### src/rtl/core/nmea_sp_pkg.sv
// ----------------------------------------------------------------------------
// NMEA sentence parser package
// Shared limits, character codes, phase and status types and the state and
// result records passed between the decode logic and the top level.
// ----------------------------------------------------------------------------
package nmea_sp_pkg;

    // Sentence limits.
    localparam int MAX_LEN         = 128;
    localparam int MAX_FIELDS      = 32;
    localparam int MAX_FIELD_CHARS = 16;

    localparam int LEN_W = $clog2(MAX_LEN);
    localparam int FC_W  = $clog2(MAX_FIELDS);
    localparam int CC_W  = $clog2(MAX_FIELD_CHARS + 1);

    // Widths of the reported position fields.
    localparam int FIELD_IDX_W = 5;
    localparam int CHAR_IDX_W  = 4;

    // Framing characters.
    localparam logic [7:0] CH_DOLLAR = 8'h24;
    localparam logic [7:0] CH_COMMA  = 8'h2C;
    localparam logic [7:0] CH_STAR   = 8'h2A;
    localparam logic [7:0] CH_LF     = 8'h0A;

    typedef enum logic [1:0] {
        PH_IDLE = 2'd0,
        PH_DATA = 2'd1,
        PH_SUM  = 2'd2,
        PH_TAIL = 2'd3
    } phase_t;

    typedef enum logic [2:0] {
        ST_OK       = 3'd0,
        ST_IGNORED  = 3'd1,
        ST_RESTART  = 3'd2,
        ST_OVERFLOW = 3'd3,
        ST_BAD_HEX  = 3'd4
    } status_t;

    typedef struct packed {
        phase_t           phase;
        logic [LEN_W-1:0] sentence_length;
        logic [FC_W-1:0]  field_count;
        logic [CC_W-1:0]  field_char_count;
        logic [7:0]       running_xor;
        logic [7:0]       received_sum;
        logic [1:0]       hex_digit_count;
        logic             digit_error;
    } parse_state_t;

    typedef struct packed {
        logic [7:0]             byte_out;
        logic [FIELD_IDX_W-1:0] field_index;
        logic [CHAR_IDX_W-1:0]  char_index;
        logic                   is_field_char;
        logic                   field_end;
        logic                   sentence_end;
        logic                   checksum_present;
        logic                   checksum_ok;
        status_t                status;
    } parse_result_t;

    // Hex digit decode: bit 4 is set for a valid digit, bits 3:0 hold its value.
    function automatic logic [4:0] hex_value(input logic [7:0] c);
        logic [4:0] r;
        r = 5'd0;
        if (c >= 8'h30 && c <= 8'h39) begin
            r = {1'b1, 4'(c - 8'h30)};
        end else if (c >= 8'h41 && c <= 8'h46) begin
            r = {1'b1, 4'(c - 8'h37)};
        end else if (c >= 8'h61 && c <= 8'h66) begin
            r = {1'b1, 4'(c - 8'h57)};
        end
        return r;
    endfunction

endpackage

### src/rtl/core/nmea_sp_decode.sv
// ----------------------------------------------------------------------------
// NMEA sentence parser byte decode
// Combinational next state and result for one received byte.
// ----------------------------------------------------------------------------
module nmea_sp_decode
    import nmea_sp_pkg::*;
(
    input  logic [7:0]    rx_byte,
    input  parse_state_t  cur,
    output parse_state_t  nxt,
    output parse_result_t res
);

    logic [4:0] hv;

    assign hv = hex_value(rx_byte);

    always_comb
    begin
        nxt          = cur;
        res          = '0;
        res.byte_out = rx_byte;
        res.status   = ST_OK;

        if (rx_byte == CH_DOLLAR)
        begin
            res.status = (cur.phase == PH_IDLE) ? ST_OK : ST_RESTART;
            nxt        = '0;
            nxt.phase  = PH_DATA;
        end
        else if (cur.phase == PH_IDLE)
        begin
            res.status = ST_IGNORED;
        end
        else
        begin
            res.field_index = FIELD_IDX_W'(cur.field_count);
            if (cur.sentence_length >= LEN_W'(MAX_LEN - 1))
            begin
                res.status = ST_OVERFLOW;
                nxt.phase  = PH_IDLE;
            end
            else
            begin
                nxt.sentence_length = cur.sentence_length + 1'b1;
                if (rx_byte == CH_LF)
                begin
                    res.sentence_end     = 1'b1;
                    res.checksum_present = (cur.hex_digit_count == 2'd2) && !cur.digit_error;
                    res.checksum_ok      = res.checksum_present &&
                                           (cur.received_sum == cur.running_xor);
                    nxt.phase            = PH_IDLE;
                end
                else
                begin
                    unique case (cur.phase)
                        PH_DATA:
                        begin
                            if (rx_byte == CH_COMMA)
                            begin
                                if ((FC_W+1)'(cur.field_count) + 1'b1 >= (FC_W+1)'(MAX_FIELDS))
                                begin
                                    res.status = ST_OVERFLOW;
                                    nxt.phase  = PH_IDLE;
                                end
                                else
                                begin
                                    res.field_end        = 1'b1;
                                    nxt.running_xor      = cur.running_xor ^ rx_byte;
                                    nxt.field_count      = cur.field_count + 1'b1;
                                    nxt.field_char_count = '0;
                                end
                            end
                            else if (rx_byte == CH_STAR)
                            begin
                                res.field_end = 1'b1;
                                nxt.phase     = PH_SUM;
                            end
                            else if (cur.field_char_count >= CC_W'(MAX_FIELD_CHARS))
                            begin
                                res.status = ST_OVERFLOW;
                                nxt.phase  = PH_IDLE;
                            end
                            else
                            begin
                                res.is_field_char    = 1'b1;
                                res.char_index       = CHAR_IDX_W'(cur.field_char_count);
                                nxt.field_char_count = cur.field_char_count + 1'b1;
                                nxt.running_xor      = cur.running_xor ^ rx_byte;
                            end
                        end
                        PH_SUM:
                        begin
                            if (!hv[4])
                            begin
                                nxt.digit_error = 1'b1;
                                res.status      = ST_BAD_HEX;
                            end
                            // An invalid digit shifts in as zero.
                            nxt.received_sum    = {cur.received_sum[3:0], hv[3:0]};
                            nxt.hex_digit_count = cur.hex_digit_count + 1'b1;
                            if (cur.hex_digit_count >= 2'd1)
                            begin
                                nxt.phase = PH_TAIL;
                            end
                        end
                        default:
                        begin
                            // Tail bytes such as a carriage return carry no meaning.
                        end
                    endcase
                end
            end
        end
    end

endmodule

### src/rtl/core/nmea_sentence_parser_core.sv
// ----------------------------------------------------------------------------
// NMEA sentence parser core
// Frames NMEA 0183 sentences one received byte at a time and reports, for
// every byte, its field and character position, field and sentence ends and
// the checksum verdict.
// ----------------------------------------------------------------------------
//
//  Channel   Dir  Payload                                      Framing
//  s_axis    in   tdata[7:0] rx_byte                           -
//  m_axis    out  tdata[20:0] byte/position/flags, tuser status tlast = sentence end
//
// One transfer in gives exactly one transfer out, through the input register and
// then the result register. A new byte can be taken on every cycle while the
// output side is not stalled; the throughput is one byte per clock, set by the
// combinational decode between the input register and the result register.
// Reset (rst_n low, asynchronous) empties both registers and returns the
// parser to the idle phase, outside any sentence.
// When m_axis_tready is low the result register holds; the input register
// still takes one more byte, and s_axis_tready falls only once both are full.
// ----------------------------------------------------------------------------
module nmea_sentence_parser_core
    import nmea_sp_pkg::*;
(
    input  logic        clk,
    input  logic        rst_n,

    input  logic        s_axis_tvalid,
    output logic        s_axis_tready,
    input  logic [7:0]  s_axis_tdata,   // [7:0] rx_byte

    output logic        m_axis_tvalid,
    input  logic        m_axis_tready,
    output logic [23:0] m_axis_tdata,   // [7:0] byte_out, [12:8] field_index,
                                        // [16:13] char_index, [17] is_field_char,
                                        // [18] field_end, [19] checksum_present,
                                        // [20] checksum_ok, [23:21] zero
    output logic        m_axis_tlast,   // sentence_end
    output logic [2:0]  m_axis_tuser    // [2:0] status
);

    // Input register stage.
    logic          in_valid_reg;
    logic          in_valid_next;
    logic [7:0]    in_byte_reg;

    // Parser state, updated as a byte moves into the result register.
    parse_state_t  state_reg;
    parse_state_t  state_next;

    // Result register stage.
    logic          out_valid_reg;
    logic          out_valid_next;
    parse_result_t res_reg;
    parse_result_t res_next;

    logic          out_free;
    logic          advance;
    logic          in_accept;

    // The result register can take a new entry when empty or being drained.
    assign out_free      = !out_valid_reg || m_axis_tready;
    assign advance       = in_valid_reg && out_free;
    assign s_axis_tready = !in_valid_reg || out_free;
    assign in_accept     = s_axis_tvalid && s_axis_tready;

    nmea_sp_decode u_decode
    (
        .rx_byte (in_byte_reg),
        .cur     (state_reg),
        .nxt     (state_next),
        .res     (res_next)
    );

    always_comb
    begin
        in_valid_next = in_valid_reg;
        if (in_accept)
        begin
            in_valid_next = 1'b1;
        end
        else if (advance)
        begin
            in_valid_next = 1'b0;
        end

        out_valid_next = out_valid_reg;
        if (advance)
        begin
            out_valid_next = 1'b1;
        end
        else if (m_axis_tready)
        begin
            out_valid_next = 1'b0;
        end
    end

    always_ff @(posedge clk or negedge rst_n)
    begin
        if (!rst_n)
        begin
            in_valid_reg  <= 1'b0;
            out_valid_reg <= 1'b0;
            state_reg     <= '0;
        end
        else
        begin
            in_valid_reg  <= in_valid_next;
            out_valid_reg <= out_valid_next;
            if (advance)
            begin
                state_reg <= state_next;
            end
        end
    end

    // Payload registers carry no reset.
    always_ff @(posedge clk)
    begin
        if (in_accept)
        begin
            in_byte_reg <= s_axis_tdata;
        end
        if (advance)
        begin
            res_reg <= res_next;
        end
    end

    assign m_axis_tvalid = out_valid_reg;
    assign m_axis_tdata  = {3'b000,
                            res_reg.checksum_ok,
                            res_reg.checksum_present,
                            res_reg.field_end,
                            res_reg.is_field_char,
                            res_reg.char_index,
                            res_reg.field_index,
                            res_reg.byte_out};
    assign m_axis_tlast  = res_reg.sentence_end;
    assign m_axis_tuser  = res_reg.status;

    // A sentence end is only ever reported with an ok status.
    a_end_status_ok: assert property (@(posedge clk) disable iff (!rst_n)
        (m_axis_tvalid && m_axis_tlast) |-> (m_axis_tuser == ST_OK))
        else $error("sentence end reported with a non-ok status");

    // A matching checksum implies a checksum was present at a sentence end.
    a_ok_needs_present: assert property (@(posedge clk) disable iff (!rst_n)
        (m_axis_tvalid && m_axis_tdata[20]) |-> (m_axis_tdata[19] && m_axis_tlast))
        else $error("checksum ok without checksum present at sentence end");

    // A byte is never both a stored character and a field delimiter.
    a_char_or_delim: assert property (@(posedge clk) disable iff (!rst_n)
        m_axis_tvalid |-> !(m_axis_tdata[17] && m_axis_tdata[18]))
        else $error("byte flagged as field character and field end");

    // An overflow or a sentence end drops the parser back to idle.
    a_drop_to_idle: assert property (@(posedge clk) disable iff (!rst_n)
        (advance && (res_next.status == ST_OVERFLOW || res_next.sentence_end))
        |=> (state_reg.phase == PH_IDLE))
        else $error("parser not idle after overflow or sentence end");

    // A new result is only loaded when the previous one has gone.
    a_no_overwrite: assert property (@(posedge clk) disable iff (!rst_n)
        (out_valid_reg && !m_axis_tready) |-> !advance)
        else $error("result register overwritten while stalled");

endmodule
### config.mk
export PLATFORM = sky130hd
export DESIGN_NAME = nmea_sentence_parser_core
export DESIGN_NICKNAME = d
export VERILOG_FILES = /design/src/rtl/core/nmea_sp_pkg.sv /design/src/rtl/core/nmea_sp_decode.sv /design/src/rtl/core/nmea_sentence_parser_core.sv
export SDC_FILE = /design/constraint.sdc
export NUM_CORES = 1
export LEC_CHECK = 0
export BUFFER_PORTS_ARGS = -buffer_cell sky130_fd_sc_hd__buf_2
export CORE_ASPECT_RATIO = 2
export CORE_MARGIN = 3
export CORE_UTILIZATION = 35
export CTS_CLUSTER_SIZE = 14
export DETAILED_ROUTE_END_ITERATION = 7
export PLACE_DENSITY = 0.53
export SYNTH_ARGS = -nofsm -noshare
export SYNTH_HDL_FRONTEND = slang
export SYNTH_SLANG_ARGS = --single-unit
### constraint.sdc
create_clock -name clk -period 2.7 [get_ports clk]
set_input_delay 0.135 -clock clk [delete_from_list [all_inputs] [get_ports clk]]
set_output_delay 0.135 -clock clk [all_outputs]
set_load 0.01 [all_outputs]
==> results of run 1 <==
## routing by layer
| layer | GRT usage [%] | wire [um] |
|---|---|---|
| met4 | 6.33 | 166 |
| met3 | 3.96 | 244 |
| met5 | 0 | 0 |
| met1 | 13.5 | 2850 |
| met2 | 30.6 | 4850 |
## final cells by class
cell class                      instances  area [sq um]  area share [%]
Timing Repair Buffer                   60           380            8.76
Sequential cell                        73          1990            45.9
Clock buffer                            9           225            5.19
Clock inverter                          7           109            2.51
Inverter                               13          48.8            1.12
Multi-Input combinational cell        217          1420            32.8
Tap cell                              132           165            3.80
## Yosys cell counts (2+ instances only)
cell type / n
a31oi_1: 6
nand3_1: 20
o21ai_0: 10
dfrtp_1: 40
nor3_1: 4
ha_1: 14
nor2_1: 23
nor4b_2: 2
nand4_1: 6
xor2_1: 20
edfxtp_1: 33
nand3b_1: 2
nand2b_1: 3
a21oi_1: 17
o31ai_1: 3
or3_1: 4
nand2_2: 2
o22ai_1: 3
clkbuf_1: 5
nor4_1: 2
and2_1: 14
and3_1: 4
buf_4: 3
buf_2: 6
and3b_1: 2
nand2_1: 29
inv_1: 13
mux2i_1: 3
## worst max-delay path by stage
stage / from / to / slack, ps / cells after the start
after floorplan: in_byte_reg[0]$_DFFE_PP_ / state_reg[22]$_DFFE_PN0P_ / 520 / 8
after global placement: in_byte_reg[6]$_DFFE_PP_ / state_reg[15]$_DFFE_PN0P_ / 410 / 6
after detailed placement: in_byte_reg[6]$_DFFE_PP_ / state_reg[15]$_DFFE_PN0P_ / 410 / 6
after CTS: in_byte_reg[6]$_DFFE_PP_ / state_reg[15]$_DFFE_PN0P_ / 390 / 6
after global routing: in_byte_reg[6]$_DFFE_PP_ / state_reg[28]$_DFFE_PN0P_ / 260 / 6
final: in_byte_reg[6]$_DFFE_PP_ / state_reg[15]$_DFFE_PN0P_ / 420 / 6
## cell families after synthesis
logic type / Yosys count / synth area share (%)
AOI/OAI and AO/OA: 49 / 9.12
xor gates and xnor gates: 21 / 5.21
adders and majority gates: 14 / 4.97
buffers and inverters: 27 / 3.41
DFF: 73 / 56.5
muxes: 3 / 0.851
other: 1 / 0.106
and+or+nand+nor: 127 / 19.9
## critical path: stages (launching register included)
cell	delay, ps
edfxtp_1	520
nor4b_4	380
a31oi_1	190
a311oi_4	450
and2_1	300
nand2_1	170
mux2i_1	150
## power by group through the flow
stage / clock, mW / combinational [mW] / sequential, mW
final: 1.33 / 0.719 / 1.51
after global routing: 1.41 / 0.812 / 1.53
after CTS: 1.36 / 0.732 / 1.51
after detailed placement: 0 / 0.715 / 1.53
after global placement: 0 / 0.708 / 1.52
after floorplan: 0 / 0.500 / 1.50
## what timing repair did
item                                   4_1_cts  5_1_grt
hold buffers                                10        0
endpoints found under the hold margin       49        0
buffers inserted                             0        0
setup endpoints to repair                    0        0
## per-stage QoR
stage                     hold slack (ps)  util [%]  setup slack, ps
final                                 106      44.5              423
after global placement                313      40.0              414
after detailed placement              313      40.0              415
after CTS                            96.7      44.5              392
after floorplan                      -161         -              522
after global routing                  136      44.5              264
==> flow_summary_export.csv, run 1 <==
group,metric,value,unit
run_status,status,"finished clean",
pwr,intPower,2.53,mW
floorplan,ioPinCount,42,
sta,post-route-period-util,84.3,%
critical_path,r2r_setup_slack,420,ps
pwr,ir_worst_vdd,362,uV
yosys,synth_edf_count,33,
finish,mostFrequentLayoutCell,"dfrtp_1",
routing,post_drt_wl_per_cell,15.9,um
hold_path,hold_depth,3,
yosys,synth_area_leader_cell,"dfrtp_1",
routing,drc,0,
critical_path,crit_type,"register to register",
routing,drt-initial-drc-count,137,
finish,mostFrequentLayoutCells,"40 x dfrtp_1, 38 x buf_2, 33 x edfxtp_1",
job,max_cap_viol_count,0,
floorplan,row_count,51,
yosys,ys_async_sr_fraction,54.8,%
clock_network,clk_latency,330,ps
clock_network,cts_max_level,3,
yosys,synth.distinct_cells,50,
pwr,pwr-share-seq,42.3,%
finish,area_growth,23.1,%
clock_network,cts_resized,0,
clock_network,tritoncts,"yes",
sta,setup_violations,0,
pwr,cellLeakagePower,1.93,nW
yosys,synth_area,3530,sq um
finish,largest_reg_flops,38,
sta,fin_skew,7.77,ps
sta,finalSetupTns,0,ps
routing,routed_wl,8100,um
floorplan,die_area,11400,sq um
pwr,pwr-share-comb,20.2,%
sta,tightest_slew,970,ps
yosys,yosys_warnings,0,
global_route,grt_pass1_wl,12900,um
pwr,power_density,820,nW/um^2
clock_network,clock_sinks,73,
critical_path,worstPathRequired,2920,ps
floorplan,start_util,36.1,%
sta,period_needed,2280,ps
clock_network,clockBufferDepth,2,
routing,first_pass_iters,4,
yosys,synth.top_cells.by_area,"dfrtp_1 28%, edfxtp_1 28%, ha_1 5.0%, xor2_1 5.0%, nand2_1 3.1%",
pwr,p_sw,1.03,mW
yosys,ys.flop_type,"dfrtp_1",
sta,grt_setup_unrepaired,"no",
critical_path,worstSetupStartpointType,"register",
clock_network,cts_root_buf,"clkbuf_16",
floorplan,coreArea,9760,sq um
hold_path,hold_end,"in_valid_reg$_DFFE_PN0P_",
finish,drive_above_1_share,19.3,%
critical_path,cp-end-kind,"register",
placed_design,hpwlAfterDp,6160,um
sta,final-max-slew-violation-count,0,
critical_path,arrival,2500,ps
placed_design,dp.cells,485,
critical_path,r2r_end,"state_reg[15]$_DFFE_PN0P_",
pwr,switching_share,28.8,%
global_route,grt_pass1_vias,2557,
clock_network,cts_inserted_buffers,9,
floorplan,die_y,148,um
placed_design,gp_congestion,0.838,
routing,routed-via-count,2510,
sta,fmax,0.439,GHz
routing,ant_nets,0,
pwr,p_clk_share,37.5,%
routing,vias_per_cell,4.91,
finish,final_cells,511,
sta,hold_violations,0,
placed_design,post_dp_cell_area,3910,sq um
hold_path,min_from,"m_axis_tready",
finish,fill_cells,924,
critical_path,r2r-start,"in_byte_reg[6]$_DFFE_PP_",
yosys,ys_seq_area_share,56.5,%
yosys,synth_seq_cells,73,
placed_design,port_buffers,38,
finish,n_antenna_cell,0,
global_route,overflow,0,
hold_path,hold_class,"input port to register",
critical_path,crit_fanout,7,
yosys,synth_cells,315,
finish,finalNetCount,400,
global_route,grt_max_degree,41,
yosys,synth.avg_cell_area,11.2,sq um
sta,slew_headroom,35.4,%
yosys,yosys.area.top_type_share,28.4,%
clock_network,path_clk_slew,60,ps
pwr,total_power,3.56,mW
critical_path,worstRegToRegCells,6,
finish,fin_area,4340,sq um
floorplan,fp.dieW,77.0,um
global_route,antenna_found_initial,0,
global_route,grt_use_total,15.1,%
Power figures use the tool's default switching activity.
==> run 2: changes to the inputs <==
Settings changed: PLACE_DENSITY 0.53 to 0.54.
Clock period 2.7 ns to 1.9 ns, I/O delays scaled along.
==> run 2 against run 1 <==
The flow now finishes with violations (negative setup slack). Maximum frequency rose by 5.8%. Critical endpoint is now state_reg[28]$_DFFE_PN0P_. Sequential cell count did not move. Wire length rose by 16%. Highest routed layer unchanged.
==> flow_summary_export.csv, run 2 (synthesis results as in run 1) <==
group,metric,value,unit
critical_path,r2r-start,"in_byte_reg[7]$_DFFE_PP_",
critical_path,crit_fanout,6,
hold_path,hold_depth,3,
finish,largest_reg_flops,38,
routing,drc,0,
floorplan,ioPinCount,42,
run_status,violations,"negative setup slack",
critical_path,r2r_setup_slack,-250,ps
clock_network,cts_inserted_buffers,9,
routing,routed-via-count,2850,
placed_design,gp_congestion,0.845,
global_route,antenna_found_initial,0,
critical_path,arrival,2410,ps
placed_design,dp.cells,541,
pwr,ir_worst_vdd,587,uV
placed_design,port_buffers,38,
routing,post_drt_wl_per_cell,16.0,um
routing,top_layer,"met4",
floorplan,coreArea,9760,sq um
floorplan,fp.dieW,77.0,um
routing,ant_nets,0,
finish,mostFrequentLayoutCells,"67 x buf_4, 40 x dfrtp_1, 38 x buf_2",
sta,period_needed,2150,ps
routing,drt-initial-drc-count,106,
job,max_cap_viol_count,0,
global_route,grt_max_degree,22,
critical_path,cp-end-kind,"register",
finish,finalNetCount,475,
floorplan,die_area,11400,sq um
critical_path,r2r_end,"state_reg[28]$_DFFE_PN0P_",
clock_network,clk_latency,340,ps
critical_path,worstRegToRegCells,9,
clock_network,clock_sinks,73,
hold_path,hold_class,"input port to register",
sta,setup_violations,44,
floorplan,die_y,148,um
routing,met2_wirelength,5460,um
clock_network,cts_root_buf,"clkbuf_16",
global_route,grt_pass1_wl,15100,um
pwr,cellLeakagePower,2.36,nW
sta,hold_violations,0,
global_route,grt_use_total,17.6,%
routing,routed_wl,9390,um
clock_network,clockBufferDepth,2,
sta,final-max-slew-violation-count,0,
critical_path,crit_type,"register to register",
global_route,overflow,0,
finish,drive_above_1_share,43.6,%
sta,fmax,0.465,GHz
critical_path,worstSetupStartpointType,"register",
routing,vias_per_cell,4.86,
clock_network,path_clk_slew,60,ps
finish,mostFrequentLayoutCell,"buf_4",
sta,finalSetupTns,-6360,ps
critical_path,worstPathRequired,2160,ps
sta,tightest_slew,510,ps
routing,first_pass_iters,4,
pwr,power_density,1040,nW/um^2
sta,worst_slack,-253,ps
finish,fin_area,5290,sq um
sta,slew_headroom,66.0,%
clock_network,cts_max_level,3,
routing,met3WireLength,261,um
run_status,status,"complete, but fails checks",
finish,final_cells,586,
finish,n_antenna_cell,0,
floorplan,row_count,51,
hold_path,min_from,"m_axis_tready",
sta,fin_skew,7.12,ps
sta,post-route-period-util,113,%
global_route,grt_pass1_vias,2979,
placed_design,post_dp_cell_area,4400,sq um
placed_design,hpwlAfterDp,6740,um
sta,grt_setup_unrepaired,"yes",
finish,area_growth,49.9,%
hold_path,hold_end,"in_valid_reg$_DFFE_PN0P_",
routing,wl_met1,3150,um
clock_network,tritoncts,"yes",
floorplan,start_util,36.1,%
==> run 2: cell count changes in the layout (fill, tap and decap cells not counted), sizes merged <==
cell / previous run / this run
clkinv: 4 / 2
bufinv: 3 / 0
buf: 50 / 124
clkbuf: 9 / 11
o21ai: 12 / 13
clkinvlp: 0 / 3
==> run 2: critical path, stage by stage (launching register included) <==
cell	delay (ps)
edfxtp_1	400
buf_4	160
buf_4	130
nor4b_4	300
nand4_1	230
o31ai_4	150
buf_12	180
nand2_2	60
or3_1	320
a21oi_2	130
==> run 2: stage by stage <==
step                utilization, %  total power, mW  hold WS, ps  setup slack, ps
floorplan                        -             2.89         -201             -155
global placement              45.1             3.50         88.5             -271
detailed placement            45.1             3.55         93.9             -253
CTS                           53.0             5.45         58.2             -176
global route                  54.1             5.79          104             -314
finish                        54.1             5.50         66.4             -253
==> run 2: layout make-up <==
type,count,area [sq um]
clock buffers,11,243
well taps,132,165
multi-input cells,218,1730
repair buffers,134,1080
clock inverters,5,32.5
flip-flops and latches,73,1990
inverters,13,48.8
fillers,857,4480
==> run 2: worst max-delay path by stage <==
| stage | from | end | slack [ps] | cells after the start |
|---|---|---|---|---|
| CTS | in_byte_reg[4]$_DFFE_PP_ | state_reg[13]$_DFFE_PN0P_ | -180 | 9 |
| global placement | in_byte_reg[7]$_DFFE_PP_ | state_reg[37]$_DFFE_PN0P_ | -270 | 9 |
| global route | in_byte_reg[7]$_DFFE_PP_ | state_reg[28]$_DFFE_PN0P_ | -310 | 9 |
| finish | in_byte_reg[7]$_DFFE_PP_ | state_reg[28]$_DFFE_PN0P_ | -250 | 9 |
| floorplan | in_byte_reg[0]$_DFFE_PP_ | state_reg[2]$_DFFE_PN0P_ | -160 | 9 |
| detailed placement | in_byte_reg[7]$_DFFE_PP_ | state_reg[22]$_DFFE_PN0P_ | -250 | 9 |
==> run 2: metal layers <==
metal	vias to the layer above	track usage, %
met4	0	10.9
met1	1393	16.7
met2	54	33.8
li1	1379	-
met5	-	0
met3	24	3.23
==> run 2: repair_timing <==
action / 4_1_cts / 5_1_grt
endpoints found under the setup margin: 45 / 53
hold endpoints to repair: 29 / 0
pin swaps: 21 / 15
gates cloned: 3 / 0
setup buffers: 15 / 2
resized for setup: 55 / 21
hold buffers: 10 / 0
==> run 2: power breakdown <==
group          switching, mW  internal (mW)  leakage, nW  total [mW]
Combinational          0.943          0.906         1.39        1.85
Sequential             0.191           1.92        0.847        2.11
Clock                  0.629          0.913        0.128        1.54
Total                   1.76           3.74         2.36        5.50
